===== config.mk =====
export PLATFORM = sky130hd
export DESIGN_NAME = drop_oldest_ring_fifo
export DESIGN_NICKNAME = d
export VERILOG_FILES = /design/src/dorf_pkg.sv /design/src/drop_oldest_ring_fifo.sv /design/src/dorf_csr.sv
export SDC_FILE = /design/constraint.sdc
export NUM_CORES = 1
export LEC_CHECK = 0
export BUFFER_PORTS_ARGS = -buffer_cell sky130_fd_sc_hd__buf_2
export CORE_UTILIZATION = 60
export DETAILED_ROUTE_END_ITERATION = 8
export PLACE_DENSITY = 0.76
export SLEW_MARGIN = 5
export SYNTH_ARGS = -nofsm -noshare
export SYNTH_HDL_FRONTEND = slang
export SYNTH_SLANG_ARGS = --single-unit

===== constraint.sdc =====
create_clock -name clock -period 14.35 [get_ports clock]
set_clock_uncertainty 0.05 [all_clocks]
set_input_delay 3.5875 -clock clock [delete_from_list [all_inputs] [get_ports clock]]
set_output_delay 3.5875 -clock clock [all_outputs]
set_load 0.05 [all_outputs]

===== src/dorf_pkg.sv =====
// Shared definitions for the drop-oldest ring FIFO.
// Command and status codes, register map and parameter defaults.
// No dependencies.
package dorf_pkg;

   localparam int DEPTH_DEFAULT      = 16;
   localparam int WORD_WIDTH_DEFAULT = 32;

   localparam int CSR_ADDR_W = 3;
   localparam int CSR_DATA_W = 32;

   localparam logic [0:0] REG_CAPACITY = 1'b0;

   localparam int CAP_RESET = 16;

   localparam logic [1:0] CMD_PUSH  = 2'd0;
   localparam logic [1:0] CMD_POP   = 2'd1;
   localparam logic [1:0] CMD_CLOSE = 2'd2;

   localparam logic [1:0] STAT_OK      = 2'd0;
   localparam logic [1:0] STAT_DROPPED = 2'd1;
   localparam logic [1:0] STAT_CLOSED  = 2'd2;
   localparam logic [1:0] STAT_EMPTY   = 2'd3;

endpackage


===== src/drop_oldest_ring_fifo.sv =====
// Top level of the drop-oldest ring FIFO: command decode, pointers, entry memory.
// Depends on dorf_pkg and dorf_csr.
//
// Each req beat carries one command (push, pop, close) and yields exactly one rsp
// beat with status, popped word and occupancy. A beat is taken every cycle while
// the rsp side keeps up; its result is loaded into the output registers on
// acceptance, the word from the single registered read port of the entry memory. The
// entry memory has one write port (push at the tail) and one registered read port
// (pop at the head); it needs no clearing pass because only pushed entries are read.
// A push onto a full FIFO drops the oldest entry first. Writing capacity_in_use
// (clamped to 1..DEPTH) empties the FIFO but keeps the closed flag; write it only
// while the block is idle.
module drop_oldest_ring_fifo #(
   parameter int DEPTH      = dorf_pkg::DEPTH_DEFAULT,
   parameter int WORD_WIDTH = dorf_pkg::WORD_WIDTH_DEFAULT
) (
   input  logic                                              clock,
   input  logic                                              reset,
   input  logic                                              req_tvalid,
   output logic                                              req_tready,
   // item_value
   input  logic [((WORD_WIDTH+7)/8)*8-1:0]                   req_tdata,
   // command
   input  logic [1:0]                                        req_tuser,
   output logic                                              rsp_tvalid,
   input  logic                                              rsp_tready,
   // item_out, occupancy
   output logic [((WORD_WIDTH+$clog2(DEPTH+1)+7)/8)*8-1:0]   rsp_tdata,
   // status
   output logic [1:0]                                        rsp_tuser,
   input  logic                                              csr_psel,
   input  logic                                              csr_penable,
   input  logic                                              csr_pwrite,
   input  logic [dorf_pkg::CSR_ADDR_W-1:0]                   csr_paddr,
   input  logic [dorf_pkg::CSR_DATA_W-1:0]                   csr_pwdata,
   output logic [dorf_pkg::CSR_DATA_W-1:0]                   csr_prdata,
   output logic                                              csr_pready
);

   localparam int CNT_W = $clog2(DEPTH+1);
   localparam int IDX_W = $clog2(DEPTH);

   logic [CNT_W-1:0]      capacity;
   logic                  cap_written;

   logic [WORD_WIDTH-1:0] mem [DEPTH];

   logic [IDX_W-1:0]      head_ff, head_in;
   logic [IDX_W-1:0]      tail_ff, tail_in;
   logic [CNT_W-1:0]      count_ff, count_in;
   logic                  closed_ff, closed_in;

   logic                  rsp_valid_ff;
   logic [1:0]            status_ff, status_in;
   logic [CNT_W-1:0]      occ_ff;
   logic                  popped_ff, popped_in;
   logic [WORD_WIDTH-1:0] rd_data_ff;

   logic                  accept;
   logic                  mem_we;
   logic [1:0]            cmd;
   logic [WORD_WIDTH-1:0] word;
   logic [IDX_W-1:0]      head_adv;
   logic [IDX_W-1:0]      tail_adv;

   dorf_csr #(
      .DEPTH(DEPTH)
   ) u_csr (
      .clock       (clock),
      .reset       (reset),
      .csr_psel    (csr_psel),
      .csr_penable (csr_penable),
      .csr_pwrite  (csr_pwrite),
      .csr_paddr   (csr_paddr),
      .csr_pwdata  (csr_pwdata),
      .csr_prdata  (csr_prdata),
      .csr_pready  (csr_pready),
      .capacity    (capacity),
      .cap_written (cap_written)
   );

   function automatic logic [IDX_W-1:0] ring_next(input logic [IDX_W-1:0] idx,
                                                 input logic [CNT_W-1:0] cap);
      logic [CNT_W:0] n;
      n = {{(CNT_W+1-IDX_W){1'b0}}, idx} + (CNT_W+1)'(1);
      return (n >= {1'b0, cap}) ? '0 : n[IDX_W-1:0];
   endfunction

   assign req_tready = !rsp_valid_ff || rsp_tready;
   assign accept     = req_tvalid && req_tready;
   assign cmd        = req_tuser;
   assign word       = req_tdata[WORD_WIDTH-1:0];
   assign head_adv   = ring_next(head_ff, capacity);
   assign tail_adv   = ring_next(tail_ff, capacity);

   always_comb begin
      head_in   = head_ff;
      tail_in   = tail_ff;
      count_in  = count_ff;
      closed_in = closed_ff;
      status_in = dorf_pkg::STAT_OK;
      popped_in = 1'b0;
      mem_we    = 1'b0;
      unique case (cmd)
         dorf_pkg::CMD_PUSH: begin
            if (closed_ff) begin
               status_in = dorf_pkg::STAT_CLOSED;
            end else begin
               mem_we  = 1'b1;
               tail_in = tail_adv;
               if (count_ff >= capacity) begin
                  head_in   = head_adv;
                  status_in = dorf_pkg::STAT_DROPPED;
               end else begin
                  count_in = count_ff + CNT_W'(1);
               end
            end
         end
         dorf_pkg::CMD_POP: begin
            if (count_ff == '0) begin
               status_in = closed_ff ? dorf_pkg::STAT_CLOSED : dorf_pkg::STAT_EMPTY;
            end else begin
               popped_in = 1'b1;
               head_in   = head_adv;
               count_in  = count_ff - CNT_W'(1);
            end
         end
         dorf_pkg::CMD_CLOSE: begin
            closed_in = 1'b1;
         end
         default: begin
         end
      endcase
   end

   always_ff @(posedge clock) begin
      if (reset) begin
         head_ff      <= '0;
         tail_ff      <= '0;
         count_ff     <= '0;
         closed_ff    <= 1'b0;
         rsp_valid_ff <= 1'b0;
      end else begin
         if (cap_written) begin
            head_ff  <= '0;
            tail_ff  <= '0;
            count_ff <= '0;
         end else if (accept) begin
            head_ff   <= head_in;
            tail_ff   <= tail_in;
            count_ff  <= count_in;
            closed_ff <= closed_in;
         end
         if (accept) begin
            rsp_valid_ff <= 1'b1;
         end else if (rsp_tready) begin
            rsp_valid_ff <= 1'b0;
         end
      end
   end

   always_ff @(posedge clock) begin
      if (accept) begin
         status_ff <= status_in;
         occ_ff    <= count_in;
         popped_ff <= popped_in;
      end
   end

   always_ff @(posedge clock) begin
      if (accept && mem_we) begin
         mem[tail_ff] <= word;
      end
      if (accept) begin
         rd_data_ff <= mem[head_ff];
      end
   end

   assign rsp_tvalid = rsp_valid_ff;
   assign rsp_tuser  = status_ff;

   always_comb begin
      rsp_tdata = '0;
      rsp_tdata[WORD_WIDTH-1:0]     = popped_ff ? rd_data_ff : '0;
      rsp_tdata[WORD_WIDTH +: CNT_W] = occ_ff;
   end

endmodule


===== src/dorf_csr.sv =====
// Configuration register block of the drop-oldest ring FIFO.
// Holds the clamped capacity_in_use register and flags each write.
// Depends on dorf_pkg.
module dorf_csr #(
   parameter int DEPTH = dorf_pkg::DEPTH_DEFAULT
) (
   input  logic                             clock,
   input  logic                             reset,
   input  logic                             csr_psel,
   input  logic                             csr_penable,
   input  logic                             csr_pwrite,
   input  logic [dorf_pkg::CSR_ADDR_W-1:0]  csr_paddr,
   input  logic [dorf_pkg::CSR_DATA_W-1:0]  csr_pwdata,
   output logic [dorf_pkg::CSR_DATA_W-1:0]  csr_prdata,
   output logic                             csr_pready,
   output logic [$clog2(DEPTH+1)-1:0]       capacity,
   output logic                             cap_written
);

   localparam int CNT_W = $clog2(DEPTH+1);
   localparam logic [CNT_W-1:0] CAP_MAX = CNT_W'(DEPTH);
   localparam logic [CNT_W-1:0] CAP_ONE = CNT_W'(1);
   localparam logic [CNT_W-1:0] CAP_RST =
      (dorf_pkg::CAP_RESET > DEPTH) ? CAP_MAX : CNT_W'(dorf_pkg::CAP_RESET);

   logic [CNT_W-1:0] capacity_ff;
   logic [CNT_W-1:0] capacity_in;
   logic [CNT_W-1:0] wr_value;
   logic             wr_hit;

   assign csr_pready = 1'b1;
   assign wr_hit     = csr_psel & csr_penable & csr_pwrite & csr_pready &
                       (csr_paddr[2] == dorf_pkg::REG_CAPACITY);
   assign wr_value   = csr_pwdata[CNT_W-1:0];

   always_comb begin
      priority if (wr_value == '0) begin
         capacity_in = CAP_ONE;
      end else if (wr_value > CAP_MAX) begin
         capacity_in = CAP_MAX;
      end else begin
         capacity_in = wr_value;
      end
   end

   always_ff @(posedge clock) begin
      if (reset) begin
         capacity_ff <= CAP_RST;
      end else if (wr_hit) begin
         capacity_ff <= capacity_in;
      end
   end

   always_comb begin
      csr_prdata = '0;
      if (csr_paddr[2] == dorf_pkg::REG_CAPACITY) begin
         csr_prdata[CNT_W-1:0] = capacity_ff;
      end
   end

   assign capacity    = capacity_ff;
   assign cap_written = wr_hit;

endmodule


==> impl_results.md, run 1 <==
* Status: finished, final reports clean
* Most numerous cell in the Yosys netlist: edfxtp_1
* Row count at 70
* ANT nets after route at 0
* Clk_lat worst skew at 0.60 ns
* Post-CTS Setup Repair Bufs at 0
* Synth warn at 0
* Clk slew on worst S/H paths at about 0.06 ns
* CP startpoint kind: input port
* DP Wirelength at 23900 µm
* Die H at 196 µm
* WL/cell at 27.9 µm
* Area Growth Syn to Fin at 12.3%
* Synth top area share at 73.4%
* Total I/O pin count at 153
* Largest net degree at the start of global routing at between 50 and 60
* Htree depth at 2
* Final Cycle Share at 54.8%
* Vias at 10788
* Post-Route WL at 47300 µm
* Clock buffer depth at 3
* Pwr/cell area at 134 nW/µm²
* Count of different cell masters after synthesis at 60
* Synth Register Bits at 572
* Max_cap viols at 0
* Placeable Area at approximately 37000 µm²
* Worst endpoint required time at 10.71 ns
* DRT Pass-1 Iters at 4
* Critical R2R Capture: rd_data_ff[28]
* Input/output buffers at 92
* Most frequent cells after synthesis: edfxtp_1 (552), mux4_2 (160), and2_1 (32)
* Minimum clock period at 7.86 ns
* Clk sink count at 572
* Critical path origin: rsp_tready
* CTS tree: yes
* Relative slew slack at 25.0%
* Setup TNS at 0 ns
* Post-DP Area at 23600 µm²
* Hold path start: u_csr.capacity[0]
* Root Driver: clkbuf_16
* Inserted Clock Buffers at 55
* First-pass GRT wire length at 70100 µm
* Vias per cell at 6.36
* Tightest Pin Transition at between 1 and 1.5 ns
* Dominant cell type by area after synthesis: edfxtp_1
* CTS resizes at 0
* Synth Area per Inst at approximately 21 µm²
* Fillers at 2247
* Element type at the critical path end: output pin
* Reg2Reg Setup Slack at 10.14 ns
* Nets at 1282
* Endpoints failing hold at 0
* Final Max Slew Viols at 0
* Post-Synthesis Cells at 1059
* Starting density of the core at 61.4%
* Unrepaired setup endpoints after global routing: no
* Hold endpoint: u_csr.capacity[0]
* Sequential area share after synthesis at 75.2%
* DIE AREA at 38400 µm²
* DRT iter0 DRCs at 1005
* EDFF count, synth at 552
* GPL Wtd Cong at between 0.8 and 0.9
* Fmax at 127 MHz
* Die width at 196 µm
* Area contributors post-synth: edfxtp_1 (73%), mux4_2 (16%), dfxtp_1 (1.8%), ha_1 (1.2%), buf_4 (1.0%)
* R2R cell count at 4
* Synth Flop Type: edfxtp_1
* Worst IR drop on VDD at 0.000135 V
* Leak at roughly 8 nW
* Global route total overflow at 0
* Worst Hold Class: reg -> reg
* GRT Resource Usage Total at between 20% and 30%
* DRC viols at 0
* Hold buffer count at cts at 0
* Maximum fanout along the worst path at 3
* Reg-to-Reg Start: head_ff[0]
* Ys async rst share at 0%
* Worst hold stages at 2
* Final instance area at 25400 µm²
* Post-Syn Area at 22600 µm²
* Crit path kind: in -> out
* Initial antenna violation count at 2
* Setup violations, final at 0
* Worst EP arrival at 4.22 ns
* Vias in the first global route at 11124
* Share of post-route cells with drive strength above 1 at between 30% and 40%
==> metrics by stage <==
stage | instances | utilization [%] | total power [mW] | hold WS (ns) | setup WS, ns
2_1_floorplan | 1088 | - | 1.99 | 0.418 | 6.44
3_3_place_gp | 1595 | 64.2 | 2.03 | 0.461 | 6.52
3_5_place_dp | 1595 | 64.2 | 2.04 | 0.469 | 6.48
4_1_cts | 1696 | 68.9 | 3.43 | 0.480 | 6.48
5_1_grt | 1696 | 68.9 | 3.49 | 0.512 | 6.42
6_report | 1697 | 68.9 | 3.40 | 0.477 | 6.49
==> area by class of cell <==
type                    instances  area [µm²]  area share (%)
repair buffers                116         641            2.53
well taps                     468         586            2.31
diodes                          1        2.50         0.00987
clock inverters                32         290            1.14
flip-flops and latches        572       17000            67.0
inverters                      15        56.3           0.222
multi-input cells             424        5350            21.1
clock buffers                  69        1450            5.72
==> layout by cell type (no fill, tap or decap), drive strengths merged, types with 5 or more instances in the layout <==
cell and instances:
a21oi 13, nor2 30, mux4 160, nor2b 7, o21ai 11, nor3 13, and2 32, edfxtp 552
clkinv 22, buf 116, nand2b 8, clkbuf 69, conb 31, dfxtp 20, nand2 28, nand3 10
bufinv 5, inv 17, ha 22
==> metal layers <==
layer	part of all wire [%]	track usage (%)	routed length (µm)
met3	6.9	5.04	3250
met1	39	34.3	18400
met2	50	42.1	23800
met5	0.027	0	13
met4	3.9	10.9	1860
==> cell families after synthesis <==
group | count (synthesis) | synth area share (%)
flops | 572 | 75.2
mux | 162 | 16.0
simple gates | 148 | 3.47
buf+inv | 92 | 2.12
compound gates | 56 | 1.75
fa+ha+maj | 22 | 1.22
xor+xnor | 5 | 0.194
other cells | 2 | 0.0333
==> worst max-delay path, stage by stage <==
cell and delay, ns:
buf_2 0.09, nor2b_1 0.21, inv_1 0.11, buf_2 0.22
==> power by group <==
part	internal [mW]	leakage (nW)	switching [mW]
Clock	0.804	0.835	0.598
Combinational	0.0444	2.14	0.107
Sequential	1.84	5.16	0.00793
==> how the worst max path moves through the flow <==
stage / endpoint / slack (ns) / cells past startpoint
6_report: req_tready / 6.49 / 4
5_1_grt: req_tready / 6.42 / 4
4_1_cts: req_tready / 6.48 / 4
3_5_place_dp: req_tready / 6.48 / 4
3_3_place_gp: req_tready / 6.52 / 4
2_1_floorplan: csr_prdata[0] / 6.44 / 1
==> registers in the layout, summed over array words and instances, names as in the netlist <==
register and count:
mem 512, rd_data_ff 32, count_ff 5, occ_ff 5, u_csr.capacity 5, head_ff 4, tail_ff 4, rsp_tuser 2
closed_ff 1, popped_ff 1, rsp_tvalid 1
Note: power is estimated with default switching activity, not from simulation.
==> inputs of run 2 (changes only) <==
clock period = 7.41 ns   (was 14.35 ns; I/O delays follow)
==> impl_results.md, run 2 (synthesis results as in run 1) <==
* Clk slew on worst S/H paths at 0.06 ns
* CP startpoint kind: input port
* Global route total overflow at 0
* R2R cell count at 4
* Clk sink count at 572
* Placeable Area at 36800 µm²
* Biggest register: mem
* Max_cap viols at 0
* Met3 Use GR at 4.73%
* Fmax at around 230 MHz
* GR peak layer: met2
* Reg2Reg Setup Slack at 3.95 ns
* ANT nets after route at 0
* DRC viols at 0
* Crit path largest cell delay at 0.22 ns
* Worst endpoint required time at about 5.5 ns
* Root Driver: clkbuf_16
* Status: finished, final reports clean
* Most frequent cells in the layout: edfxtp_1 (552), mux4_2 (160), buf_2 (92)
* Biggest regs: mem (512), rd_data_ff (32)
* Minimum clock period at ~4.4 ns
* N_diodes at 0
* Relative slew slack at 35.4%
* DP Wirelength at 24400 µm
* Worst path top cell family by delay: buffers and inverters
* Row count at 70
* Final WS setup at 3.01 ns
* Vias per cell at approximately 6.4
* Starting density of the core at 61.4%
* Die width at 196 µm
* Die H at 196 µm
* Clk_lat worst skew at roughly 0.6 ns
* Largest net degree at the start of global routing at 87
* CP cell instances: buf_2, nor2b_1, inv_1, buf_2
* GRT Resource Usage Total at between 20% and 30%
* Worst hold stages at 2
* Element type at the critical path end: output pin
* Layout Utilization at 68.7%
* DP Worst Slack at 2.62 ns
* Reg-to-Reg Start: head_ff[1]
* Area Growth Syn to Fin at 12.0%
* Worst path buffer plus inverter count at 3
* Critical R2R Capture: rd_data_ff[28]
* Critical Path Most Common Cell: buf_2
* First-pass GRT wire length at about 68000 µm
* Clock buffer depth at 3
* Hold endpoint: u_csr.capacity[0]
* Unrepaired setup endpoints after global routing: no
* Htree depth at 2
* Slowest-stage cell, CP: nor2b_1
* Total I/O pin count at approximately 150
* Leak at 8.12 nW
* CTS resizes at 0
* Leading cell type in the layout, fill and taps excluded: edfxtp_1
* Final Max Slew Viols at 0
* Vias at around 11000
* Post-CTS Setup Repair Bufs at 0
* Vias in the first global route at ~11000
* GR Util met1 at 33.7%
* CTS tree: yes
* Inserted Clock Buffers at 54
* Hold buffer count at cts at 0
* Initial antenna violation count at 0
* DRT Pass-1 Iters at 6
* Fillers at 2236
* Post-Route WL at 45900 µm
* Met2 usage at a little over two fifths
* Endpoints failing hold at 0
* Max reg flops at approximately 510
* Worst EP arrival at roughly 2.5 ns
* Maximum fanout along the worst path at 3
* GPL Wtd Cong at 0.828
* WL/cell at 27.2 µm
* Tightest Pin Transition at 0.969 ns
* Nets at 1284
* DIE AREA at 38400 µm²
* Share of post-route cells with drive strength above 1 at 30.8%
* Pwr/cell area at 256 nW/µm²
* Final Cycle Share at about three fifths
* Crit path kind: in -> out
* Worst IR drop on VDD at 0.000215 V
* Hold path start: u_csr.capacity[0]
* Setup violations, final at 0
* Input/output buffers at a little over 90
* Worst hold margin at ~0.48 ns
* Worst Hold Class: reg -> reg
* Setup TNS at 0 ns
* DRT iter0 DRCs at 930
-- run 2: where the power goes --
part           internal [mW]  switching, mW  leakage [nW]
Clock                   1.46           1.14         0.801
Combinational         0.0864          0.208          2.16
Sequential              3.57         0.0168          5.16
-- run 2: through the flow --
stage | total power, mW | instances | instance area [µm²]
finish | 6.48 | 1691 | 25300
global placement | 3.94 | 1598 | 23700
detailed placement | 3.95 | 1598 | 23700
CTS | 6.51 | 1691 | 25300
global route | 6.65 | 1691 | 25300
floorplan | 3.86 | 1088 | 22700
-- run 2: how the worst max path moves through the flow --
stage                       startpoint           to  cells after the start  slack, ns
final                       rsp_tready   req_tready                      4       3.01
after detailed placement  req_tuser[0]  mem[12][11]                      6       2.62
after global routing        rsp_tready   req_tready                      4       2.93
after global placement    req_tuser[1]   mem[12][8]                      6       2.67
after CTS                   rsp_tready   req_tready                      4       3.01
after floorplan           req_tuser[0]    mem[0][0]                      4       2.08
-- run 2: worst reg2reg max path, cell delays in order (launching register included) --
cell and delay (ns):
dfxtp_4 0.75, buf_4 0.68, buf_4 0.71, mux4_2 0.48
mux4_2 0.52
-- run 2: final cells by class --
type	count	area, µm²	share of cell area (%)
repair buffers	119	676	2.67
clock inverters	26	213	0.841
flip-flops and latches	572	17000	67.2
multi-input cells	424	5350	21.2
inverters	15	56.3	0.223
clock buffers	67	1420	5.62
well taps	468	586	2.32
-- run 2: per-layer routing --
metal / vias up / part of all wire, %
met5: - / 0
met4: 0 / 2.7
met3: 99 / 7.1
met2: 486 / 51
met1: 5594 / 39
li1: 4572 / -
